File: src/sv/pvs_zero_run_decoder_macros.svh
// Assertion macros shared by the zero-run visibility decoder modules.
`ifndef PVS_ZERO_RUN_DECODER_MACROS_SVH
`define PVS_ZERO_RUN_DECODER_MACROS_SVH

// Implication checked in the same cycle.
`define PVSZR_ASSERT_NOW(label, clk, rst_n, ante, cons) \
    label: assert property (@(posedge clk) disable iff (!rst_n) (ante) |-> (cons)) \
        else $error("pvszr assertion failed");

// Implication checked in the next cycle.
`define PVSZR_ASSERT_NEXT(label, clk, rst_n, ante, cons) \
    label: assert property (@(posedge clk) disable iff (!rst_n) (ante) |=> (cons)) \
        else $error("pvszr assertion failed");

`endif

File: src/sv/pvszr_pkg.sv
// Package with constants and types of the zero-run visibility decoder.
`timescale 1ns / 1ps

package pvszr_pkg;

    localparam int MAX_LEAVES    = 4096;
    localparam int BITS_PER_BYTE = 8;
    localparam int CMD_DEPTH     = 4;

    localparam int COUNT_W = 13;
    localparam int INDEX_W = 12;

    typedef struct packed {
        logic [BITS_PER_BYTE-1:0] mask;
        logic [INDEX_W-1:0]       base;
        logic                     done;
    } pvszr_cmd_t;

endpackage

File: src/sv/pvs_zero_run_decoder.sv
// Top level of the zero-run-length visibility row decoder.
// Each accepted byte is classified by the front end, which keeps the leaf counter, and
// queued as a command; the sequencer then delivers one result beat per cycle while the
// consumer pops: one beat for a zero byte, a run count, a byte past the end of the row or
// a byte with no leaf in range, and otherwise one beat per set bit below the limit, so a
// byte yields one to eight beats. The single result register of the sequencer sets the
// sustained rate; the command queue lets bytes keep arriving while earlier leaves go out.
`timescale 1ns / 1ps

module pvs_zero_run_decoder
    import pvszr_pkg::*;
#(
    parameter int CMD_FIFO_DEPTH = CMD_DEPTH
)
(
    input  logic               clk,
    input  logic               rst_n,
    input  logic               cfg_we,
    input  logic [COUNT_W-1:0] cfg_wdata,
    input  logic               push,
    output logic               full,
    input  logic [7:0]         pvs_byte,
    input  logic               row_start,
    output logic               empty,
    input  logic               pop,
    output logic [INDEX_W-1:0] leaf_index,
    output logic               leaf_valid,
    output logic               last,
    output logic               row_done
);

    pvszr_cmd_t new_cmd;
    pvszr_cmd_t head_cmd;
    logic       accept;
    logic       cmd_empty;
    logic       cmd_pop;

    assign accept = push && !full;

    pvszr_front u_front (
        .clk       (clk),
        .rst_n     (rst_n),
        .cfg_we    (cfg_we),
        .cfg_wdata (cfg_wdata),
        .accept    (accept),
        .pvs_byte  (pvs_byte),
        .row_start (row_start),
        .cmd       (new_cmd)
    );

    pvszr_cmd_fifo #(
        .DEPTH (CMD_FIFO_DEPTH)
    ) u_cmd_fifo (
        .clk     (clk),
        .rst_n   (rst_n),
        .wr_en   (accept),
        .wr_data (new_cmd),
        .full    (full),
        .rd_en   (cmd_pop),
        .rd_data (head_cmd),
        .empty   (cmd_empty)
    );

    pvszr_back u_back (
        .clk        (clk),
        .rst_n      (rst_n),
        .cmd        (head_cmd),
        .cmd_empty  (cmd_empty),
        .cmd_pop    (cmd_pop),
        .leaf_index (leaf_index),
        .leaf_valid (leaf_valid),
        .last       (last),
        .row_done   (row_done),
        .empty      (empty),
        .pop        (pop)
    );

endmodule

File: src/sv/pvszr_front.sv
// Front end: holds the leaf counter and turns each byte into a leaf mask command.
`timescale 1ns / 1ps

module pvszr_front
    import pvszr_pkg::*;
(
    input  logic               clk,
    input  logic               rst_n,
    input  logic               cfg_we,
    input  logic [COUNT_W-1:0] cfg_wdata,
    input  logic               accept,
    input  logic [7:0]         pvs_byte,
    input  logic               row_start,
    output pvszr_cmd_t         cmd
);

    localparam logic [COUNT_W:0] MAX_LIM = (COUNT_W + 1)'(MAX_LEAVES);

    logic [COUNT_W-1:0] leaf_count_reg;
    logic [COUNT_W-1:0] counter_reg;
    logic [COUNT_W-1:0] counter_next;
    logic               pending_reg;
    logic               pending_next;

    logic [COUNT_W:0]       lim;
    logic [COUNT_W:0]       cnt;
    logic                   pend;
    logic [COUNT_W:0]       run_sum;
    logic [COUNT_W:0]       byte_sum;
    logic [COUNT_W:0]       new_cnt;
    logic [BITS_PER_BYTE-1:0] bit_mask;

    always_comb
    begin
        if ({1'b0, leaf_count_reg} > MAX_LIM)
        begin
            lim = MAX_LIM;
        end
        else
        begin
            lim = {1'b0, leaf_count_reg};
        end
        cnt  = row_start ? '0 : {1'b0, counter_reg};
        pend = row_start ? 1'b0 : pending_reg;
        run_sum  = cnt + {3'b000, pvs_byte, 3'b000};
        byte_sum = cnt + (COUNT_W + 1)'(BITS_PER_BYTE);
        for (int i = 0; i < BITS_PER_BYTE; i++)
        begin
            bit_mask[i] = pvs_byte[i] && ((cnt + (COUNT_W + 1)'(i)) < lim);
        end

        new_cnt      = cnt;
        pending_next = pend;
        cmd.mask     = '0;
        cmd.base     = cnt[INDEX_W-1:0];
        if (cnt >= lim)
        begin
            pending_next = 1'b0;
        end
        else if (pend)
        begin
            new_cnt      = (run_sum > lim) ? lim : run_sum;
            pending_next = 1'b0;
        end
        else if (pvs_byte == 8'd0)
        begin
            pending_next = 1'b1;
        end
        else
        begin
            new_cnt  = (byte_sum > lim) ? lim : byte_sum;
            cmd.mask = bit_mask;
        end
        cmd.done     = (new_cnt >= lim);
        counter_next = new_cnt[COUNT_W-1:0];
    end

    always_ff @(posedge clk or negedge rst_n)
    begin
        if (!rst_n)
        begin
            leaf_count_reg <= '0;
            counter_reg    <= '0;
            pending_reg    <= 1'b0;
        end
        else
        begin
            if (cfg_we)
            begin
                leaf_count_reg <= cfg_wdata;
            end
            if (accept)
            begin
                counter_reg <= counter_next;
                pending_reg <= pending_next;
            end
        end
    end

endmodule

File: src/sv/pvszr_cmd_fifo.sv
// Short command queue between the front end and the result sequencer.
`timescale 1ns / 1ps

module pvszr_cmd_fifo
    import pvszr_pkg::*;
#(
    parameter int DEPTH = CMD_DEPTH
)
(
    input  logic       clk,
    input  logic       rst_n,
    input  logic       wr_en,
    input  pvszr_cmd_t wr_data,
    output logic       full,
    input  logic       rd_en,
    output pvszr_cmd_t rd_data,
    output logic       empty
);

    `include "pvs_zero_run_decoder_macros.svh"

    localparam int PTR_W = (DEPTH > 1) ? $clog2(DEPTH) : 1;
    localparam int CNT_W = $clog2(DEPTH + 1);
    localparam logic [CNT_W-1:0] DEPTH_C = CNT_W'(DEPTH);
    localparam logic [PTR_W-1:0] LAST_P  = PTR_W'(DEPTH - 1);

    pvszr_cmd_t       mem_reg [DEPTH];
    logic [PTR_W-1:0] wr_ptr_reg;
    logic [PTR_W-1:0] wr_ptr_next;
    logic [PTR_W-1:0] rd_ptr_reg;
    logic [PTR_W-1:0] rd_ptr_next;
    logic [CNT_W-1:0] count_reg;
    logic [CNT_W-1:0] count_next;
    logic             do_wr;
    logic             do_rd;

    assign full    = (count_reg == DEPTH_C);
    assign empty   = (count_reg == '0);
    assign do_wr   = wr_en && !full;
    assign do_rd   = rd_en && !empty;
    assign rd_data = mem_reg[rd_ptr_reg];

    always_comb
    begin
        wr_ptr_next = wr_ptr_reg;
        rd_ptr_next = rd_ptr_reg;
        count_next  = count_reg;
        if (do_wr)
        begin
            wr_ptr_next = (wr_ptr_reg == LAST_P) ? '0 : wr_ptr_reg + 1'b1;
        end
        if (do_rd)
        begin
            rd_ptr_next = (rd_ptr_reg == LAST_P) ? '0 : rd_ptr_reg + 1'b1;
        end
        if (do_wr && !do_rd)
        begin
            count_next = count_reg + 1'b1;
        end
        else if (do_rd && !do_wr)
        begin
            count_next = count_reg - 1'b1;
        end
    end

    always_ff @(posedge clk or negedge rst_n)
    begin
        if (!rst_n)
        begin
            wr_ptr_reg <= '0;
            rd_ptr_reg <= '0;
            count_reg  <= '0;
        end
        else
        begin
            wr_ptr_reg <= wr_ptr_next;
            rd_ptr_reg <= rd_ptr_next;
            count_reg  <= count_next;
        end
    end

    always_ff @(posedge clk)
    begin
        if (do_wr)
        begin
            mem_reg[wr_ptr_reg] <= wr_data;
        end
    end

    `PVSZR_ASSERT_NOW(a_count_bound, clk, rst_n, 1'b1, count_reg <= DEPTH_C)
    `PVSZR_ASSERT_NEXT(a_count_up, clk, rst_n, do_wr && !do_rd,
                       count_reg == $past(count_reg) + 1'b1)
    `PVSZR_ASSERT_NEXT(a_count_down, clk, rst_n, do_rd && !do_wr,
                       count_reg == $past(count_reg) - 1'b1)

endmodule

File: src/sv/pvszr_back.sv
// Result sequencer: expands each command into leaf results, one per cycle while they are popped.
`timescale 1ns / 1ps

module pvszr_back
    import pvszr_pkg::*;
(
    input  logic               clk,
    input  logic               rst_n,
    input  pvszr_cmd_t         cmd,
    input  logic               cmd_empty,
    output logic               cmd_pop,
    output logic [INDEX_W-1:0] leaf_index,
    output logic               leaf_valid,
    output logic               last,
    output logic               row_done,
    output logic               empty,
    input  logic               pop
);

    `include "pvs_zero_run_decoder_macros.svh"

    localparam int POS_W = $clog2(BITS_PER_BYTE);

    logic [BITS_PER_BYTE-1:0] used_reg;
    logic [BITS_PER_BYTE-1:0] used_next;
    logic                     out_valid_reg;
    logic                     out_valid_next;
    logic [INDEX_W-1:0]       out_index_reg;
    logic                     out_leaf_reg;
    logic                     out_last_reg;
    logic                     out_done_reg;

    logic [BITS_PER_BYTE-1:0] work;
    logic [BITS_PER_BYTE-1:0] lowbit;
    logic [BITS_PER_BYTE-1:0] rest;
    logic [POS_W-1:0]         pos;
    logic                     pop_beat;
    logic                     can_load;
    logic                     emit;
    logic                     is_last;
    logic                     has_leaf;

    always_comb
    begin
        work   = cmd.mask & ~used_reg;
        lowbit = work & (~work + 1'b1);
        rest   = work & ~lowbit;
        pos    = '0;
        for (int i = BITS_PER_BYTE - 1; i >= 0; i--)
        begin
            if (work[i])
            begin
                pos = POS_W'(i);
            end
        end
    end

    assign has_leaf = (cmd.mask != '0);
    assign pop_beat = pop && out_valid_reg;
    assign can_load = !out_valid_reg || pop_beat;
    assign emit     = can_load && !cmd_empty;
    assign is_last  = !has_leaf || (rest == '0);
    assign cmd_pop  = emit && is_last;

    always_comb
    begin
        used_next      = used_reg;
        out_valid_next = out_valid_reg;
        if (pop_beat)
        begin
            out_valid_next = 1'b0;
        end
        if (emit)
        begin
            out_valid_next = 1'b1;
            used_next      = is_last ? '0 : (used_reg | lowbit);
        end
    end

    always_ff @(posedge clk or negedge rst_n)
    begin
        if (!rst_n)
        begin
            used_reg      <= '0;
            out_valid_reg <= 1'b0;
        end
        else
        begin
            used_reg      <= used_next;
            out_valid_reg <= out_valid_next;
        end
    end

    always_ff @(posedge clk)
    begin
        if (emit)
        begin
            out_index_reg <= has_leaf ? (cmd.base + INDEX_W'(pos)) : '0;
            out_leaf_reg  <= has_leaf;
            out_last_reg  <= is_last;
            out_done_reg  <= cmd.done;
        end
    end

    assign empty      = !out_valid_reg;
    assign leaf_index = out_index_reg;
    assign leaf_valid = out_leaf_reg;
    assign last       = out_last_reg;
    assign row_done   = out_done_reg;

    `PVSZR_ASSERT_NEXT(a_used_clear, clk, rst_n, cmd_pop, used_reg == '0)
    `PVSZR_ASSERT_NOW(a_emit_bit, clk, rst_n, emit && has_leaf, lowbit != '0)
    `PVSZR_ASSERT_NOW(a_used_subset, clk, rst_n, !cmd_empty,
                      (used_reg & ~cmd.mask) == '0)

endmodule

File: config.mk
export PLATFORM = sky130hd
export DESIGN_NAME = pvs_zero_run_decoder
export DESIGN_NICKNAME = d
export VERILOG_FILES = /design/src/sv/pvszr_pkg.sv /design/src/sv/pvs_zero_run_decoder.sv /design/src/sv/pvszr_front.sv /design/src/sv/pvszr_cmd_fifo.sv /design/src/sv/pvszr_back.sv
export VERILOG_INCLUDE_DIRS = /design/src /design/src/sv
export SDC_FILE = /design/constraint.sdc
export NUM_CORES = 1
export LEC_CHECK = 0
export BUFFER_PORTS_ARGS = -buffer_cell sky130_fd_sc_hd__buf_2
export CORE_UTILIZATION = 65
export CTS_BUF_LIST = sky130_fd_sc_hd__clkbuf_4
export DETAILED_ROUTE_END_ITERATION = 8
export PLACE_DENSITY = 0.83
export RECOVER_POWER = 100
export SLEW_MARGIN = 20
export SYNTH_ARGS = -nofsm -noshare
export SYNTH_HDL_FRONTEND = slang
export SYNTH_HIERARCHICAL = 1
export SYNTH_SLANG_ARGS = --single-unit
export TNS_END_PERCENT = 100
File: constraint.sdc
create_clock -name clk -period 11.7 [get_ports clk]
set_input_delay 1.755 -clock clk [delete_from_list [all_inputs] [get_ports clk]]
set_output_delay 1.755 -clock clk [all_outputs]
set_load 0.02 [all_outputs]
==> tab_implementation.tex <==
\begin{tabular}{lr}
\hline
Metric & Value \\
\hline
\multicolumn{2}{l}{\textbf{Route}} \\
Drc violations & 0 \\
Routed WL & 30.7 mm \\
Starting DRT DRC Count & 1188 \\
TritonRoute pass-1 iters & 7 \\
Wire length on met2 & 14.3 mm \\
M1 wire length & 12.0 mm \\
Routed len/inst & 22.2 um \\
Vias post-DR & 9152 \\
Residual antenna-violating net count after detailed routing & 0 \\
Avg Vias per Cell & 6.62 \\
Top layer reached by signal wires & met5 \\
Sum of met3 wire segment lengths after detailed routing & 2.92 mm \\
\multicolumn{2}{l}{\textbf{Worst setup path}} \\
Type of the worst setup path & primary input to flop \\
Family with the most delay on the worst path & compound AO/OA/AOI/OAI gates \\
Critical-path top delay cell & sky130\_fd\_sc\_hd\_\_clkbuf\_1 \\
Number of buffer and inverter stages on the critical path & 2 \\
Worst endpoint required time & 11.96 ns \\
Levels on crit path & 26 \\
Highest fanout seen on the critical path & 34 \\
Kind of start point of the critical path & primary input \\
Kind of end point of the critical path & flop \\
Arrival time reported for the critical path endpoint & 9.38 ns \\
Critical Path Max Stage Delay & 0.78 ns \\
Depth of the worst register-to-register path & 25 \\
\multicolumn{2}{l}{\textbf{Place}} \\
Worst slack after detailed placement & 3.12 ns \\
Final weighted congestion in routability-driven placement & 0.997 \\
Port Buffers & 43 \\
Dpl cells & 1350 \\
HPWL after detailed placement & 22.6 mm \\
\multicolumn{2}{l}{\textbf{Synthesis}} \\
Syn\_area\_per\_cell & 10.3 sq um \\
Sequential fraction of the synthesis area & 0.353 \\
Cell area after synthesis & 0.0115 sq mm \\
Count of different cell masters after synthesis & 94 \\
Total of flip-flops plus latches after synthesis & 142 \\
Synthesis Warnings & 6 \\
Synthesized instance count & 1117 \\
Post-Synthesis Net Count & 1294 \\
Fraction of registers with async set or reset after synthesis & 0.303 \\
Count of flip-flops with a built-in enable after synthesis & 99 \\
Most instantiated flip-flop cell in the synthesis netlist & sky130\_fd\_sc\_hd\_\_edfxtp\_1 \\
\multicolumn{2}{l}{\textbf{Power}} \\
Power density cells & 214 mW/mm\^{}2 \\
Leak Pwr & 4.81 nW \\
Maximum VDD drop & 159 uV \\
Total power & 2.57 mW \\
\multicolumn{2}{l}{\textbf{Clock tree}} \\
Clock sink count & 142 \\
CTS resizes & 0 \\
Clock H-tree levels & 4 \\
\# Post-CTS Setup Buffers & 0 \\
Number of CTS-inserted buffers & 17 \\
Hold buffer count at CTS & 0 \\
Clock latency at the later pin of the worst-skew pair & 0.56 ns \\
Worst-path clk slew & 0.13 ns \\
CTS tree & built \\
Longest Clk Path Bufs & 2 \\
Root buffer cell & sky130\_fd\_sc\_hd\_\_clkbuf\_4 \\
\multicolumn{2}{l}{\textbf{Status}} \\
Violated checks & max-capacitance violations, max-slew violations \\
Outcome & finished with violations \\
\multicolumn{2}{l}{\textbf{Finish}} \\
Number of non-filler instances in the completed layout & 1383 \\
Net count of the finished layout & 1321 \\
Area growth from synthesis to layout & 4.83\% \\
Largest register FFs & 84 \\
Most frequent standard cell in the layout excluding fill and tap cells & sky130\_fd\_sc\_hd\_\_ha\_1 \\
Top library cells by usage in the layout, fill and taps aside & 148 x sky130\_fd\_sc\_hd\_\_ha\_1, 99 x sky130\_fd\_sc\_hd\_\_edfxtp\_1, 93 x sky130\_fd\_sc\_hd\_\_nor2\_1 \\
Share of layout cells above drive strength 1 & 0.100 \\
\multicolumn{2}{l}{\textbf{STA}} \\
Final Hold Fails & 0 \\
Fmax & 110 MHz \\
Min Tclk post-route & 9.12 ns \\
Count of final max-slew check failures & 144 \\
Total setup violations reported at the end of the flow & 0 \\
Largest clock skew in the final design & 0.0376 ns \\
Worst relative slew slack & -0.676 \\
Final worst path period share & 0.780 \\
Post-route setup slack & 2.58 ns \\
Post-route setup TNS & 0 ns \\
Worst Max-Slew Pin Slew & 2.51 ns \\
Setup repair after global routing missed its margin & no \\
\multicolumn{2}{l}{\textbf{Floorplan}} \\
Row count & 48 \\
Die area & 0.0182 sq mm \\
Std-Cell Core Area & 0.0172 sq mm \\
Die height & 135 um \\
Effective utilization at floorplan & 0.665 \\
Horizontal extent of the die & 135 um \\
\# IOs & 44 \\
\multicolumn{2}{l}{\textbf{GRT}} \\
Wire length of the first global-routing pass & 47.9 mm \\
Maximum number of pins on one net before global-route repair & 44 \\
Vias in the first global route & 8748 \\
Antenna violations before repair & 2 \\
GR Util All Layers & 0.351 \\
Grt total ovfl & 0 \\
\multicolumn{2}{l}{\textbf{Hold path}} \\
Worst hold path stage count & 2 \\
Path type of the worst min-delay path & flop to flop \\
\multicolumn{2}{l}{\textbf{Run}} \\
Maximum Capacitance Violations & 5 \\
\hline
\end{tabular}
-- logic make-up after synthesis --
group                      after synthesis  share of synthesized area
and+or+nand+nor                        337                      0.152
AOI/OAI and AO/OA                      246                      0.149
adders and majority gates              155                      0.169
DFF                                    142                      0.353
xor gates and xnor gates               103                     0.0803
buffers and inverters                   94                     0.0365
muxes                                   40                     0.0604
-- worst register-to-register path: cells and delay by family (launching register included) --
kind	cells	cell delay (ns)
AND/OR/NAND/NOR	8	1.42
multiplexers	1	0.16
XOR/XNOR	1	0.11
AO/OA/AOI/OAI	11	3.11
adder cells (fa/ha/maj)	3	1.32
buffers and inverters	1	0.78
flip-flops	1	0.56
-- routing by layer --
layer	track usage	up-vias
met5	0	-
met4	0.173	2
met3	0.0766	128
met2	0.572	503
met1	0.443	4335
li1	-	4184
-- report_power, final --
part,leakage (nW),internal [mW],switching [mW],total [mW]
sequential,1.45,0.736,0.103,0.839
clock,0.170,0.152,0.193,0.345
combinational,3.18,0.565,0.818,1.38
-- through the flow --
| step | util | hold WS (ns) | area (sq um) |
|---|---|---|---|
| 2_1_floorplan | - | 0.454 | 11500 |
| 3_3_place_gp | 0.686 | 0.469 | 11800 |
| 3_5_place_dp | 0.686 | 0.484 | 11800 |
| 4_1_cts | 0.704 | 0.515 | 12100 |
| 5_1_grt | 0.698 | 0.532 | 12000 |
| 6_report | 0.698 | 0.508 | 12000 |
-- final cells by class --
cell class | instances | area, sq um
flip-flops and latches | 142 | 4050
fillers | 1298 | 5210
clock inverters | 15 | 183
diodes | 1 | 2.50
inverters | 47 | 189
clock buffers | 17 | 128
repair buffers | 55 | 263
multi-input cells | 881 | 6930
well taps | 225 | 282
-- path summary, 6_finish.rpt --
| check | from | to | slack, ns |
|---|---|---|---|
| worst max-delay path | row_start | u_cmd_fifo/mem_reg[1][0] | 2.58 |
| worst min-delay path | u_back/used_reg[1] | u_back/used_reg[1] | 0.51 |
| worst max register to register | u_front/counter_reg[3] | u_cmd_fifo/mem_reg[1][0] | 3.95 |
| worst min register to register | u_back/used_reg[1] | u_back/used_reg[1] | 0.51 |
| max in group asynchronous | rst_n | u_front/counter_reg[0] | 8.31 |
| min in group asynchronous | rst_n | u_front/counter_reg[11] | 1.96 |
-- cell usage after synthesis, drive strengths merged, types with 10 or more instances --
master  number  area share
mux2        18       0.018
nor2        95       0.031
xor2        16       0.012
mux4        21       0.041
o22ai       16      0.0087
nor3        16      0.0079
xnor2       87       0.068
inv         44       0.015
a31oi       10      0.0055
nand2       83       0.027
nor2b       18       0.011
ha         148        0.16
nand3       35       0.015
a21oi       50       0.022
o21a        30       0.020
o21ai       43       0.019
dfrtp       43       0.094
edfxtp      99        0.26
a21o        20       0.013
clkbuf      28      0.0092
buf         19       0.011
nand2b      27       0.016
(Power assumes the default switching activity.)
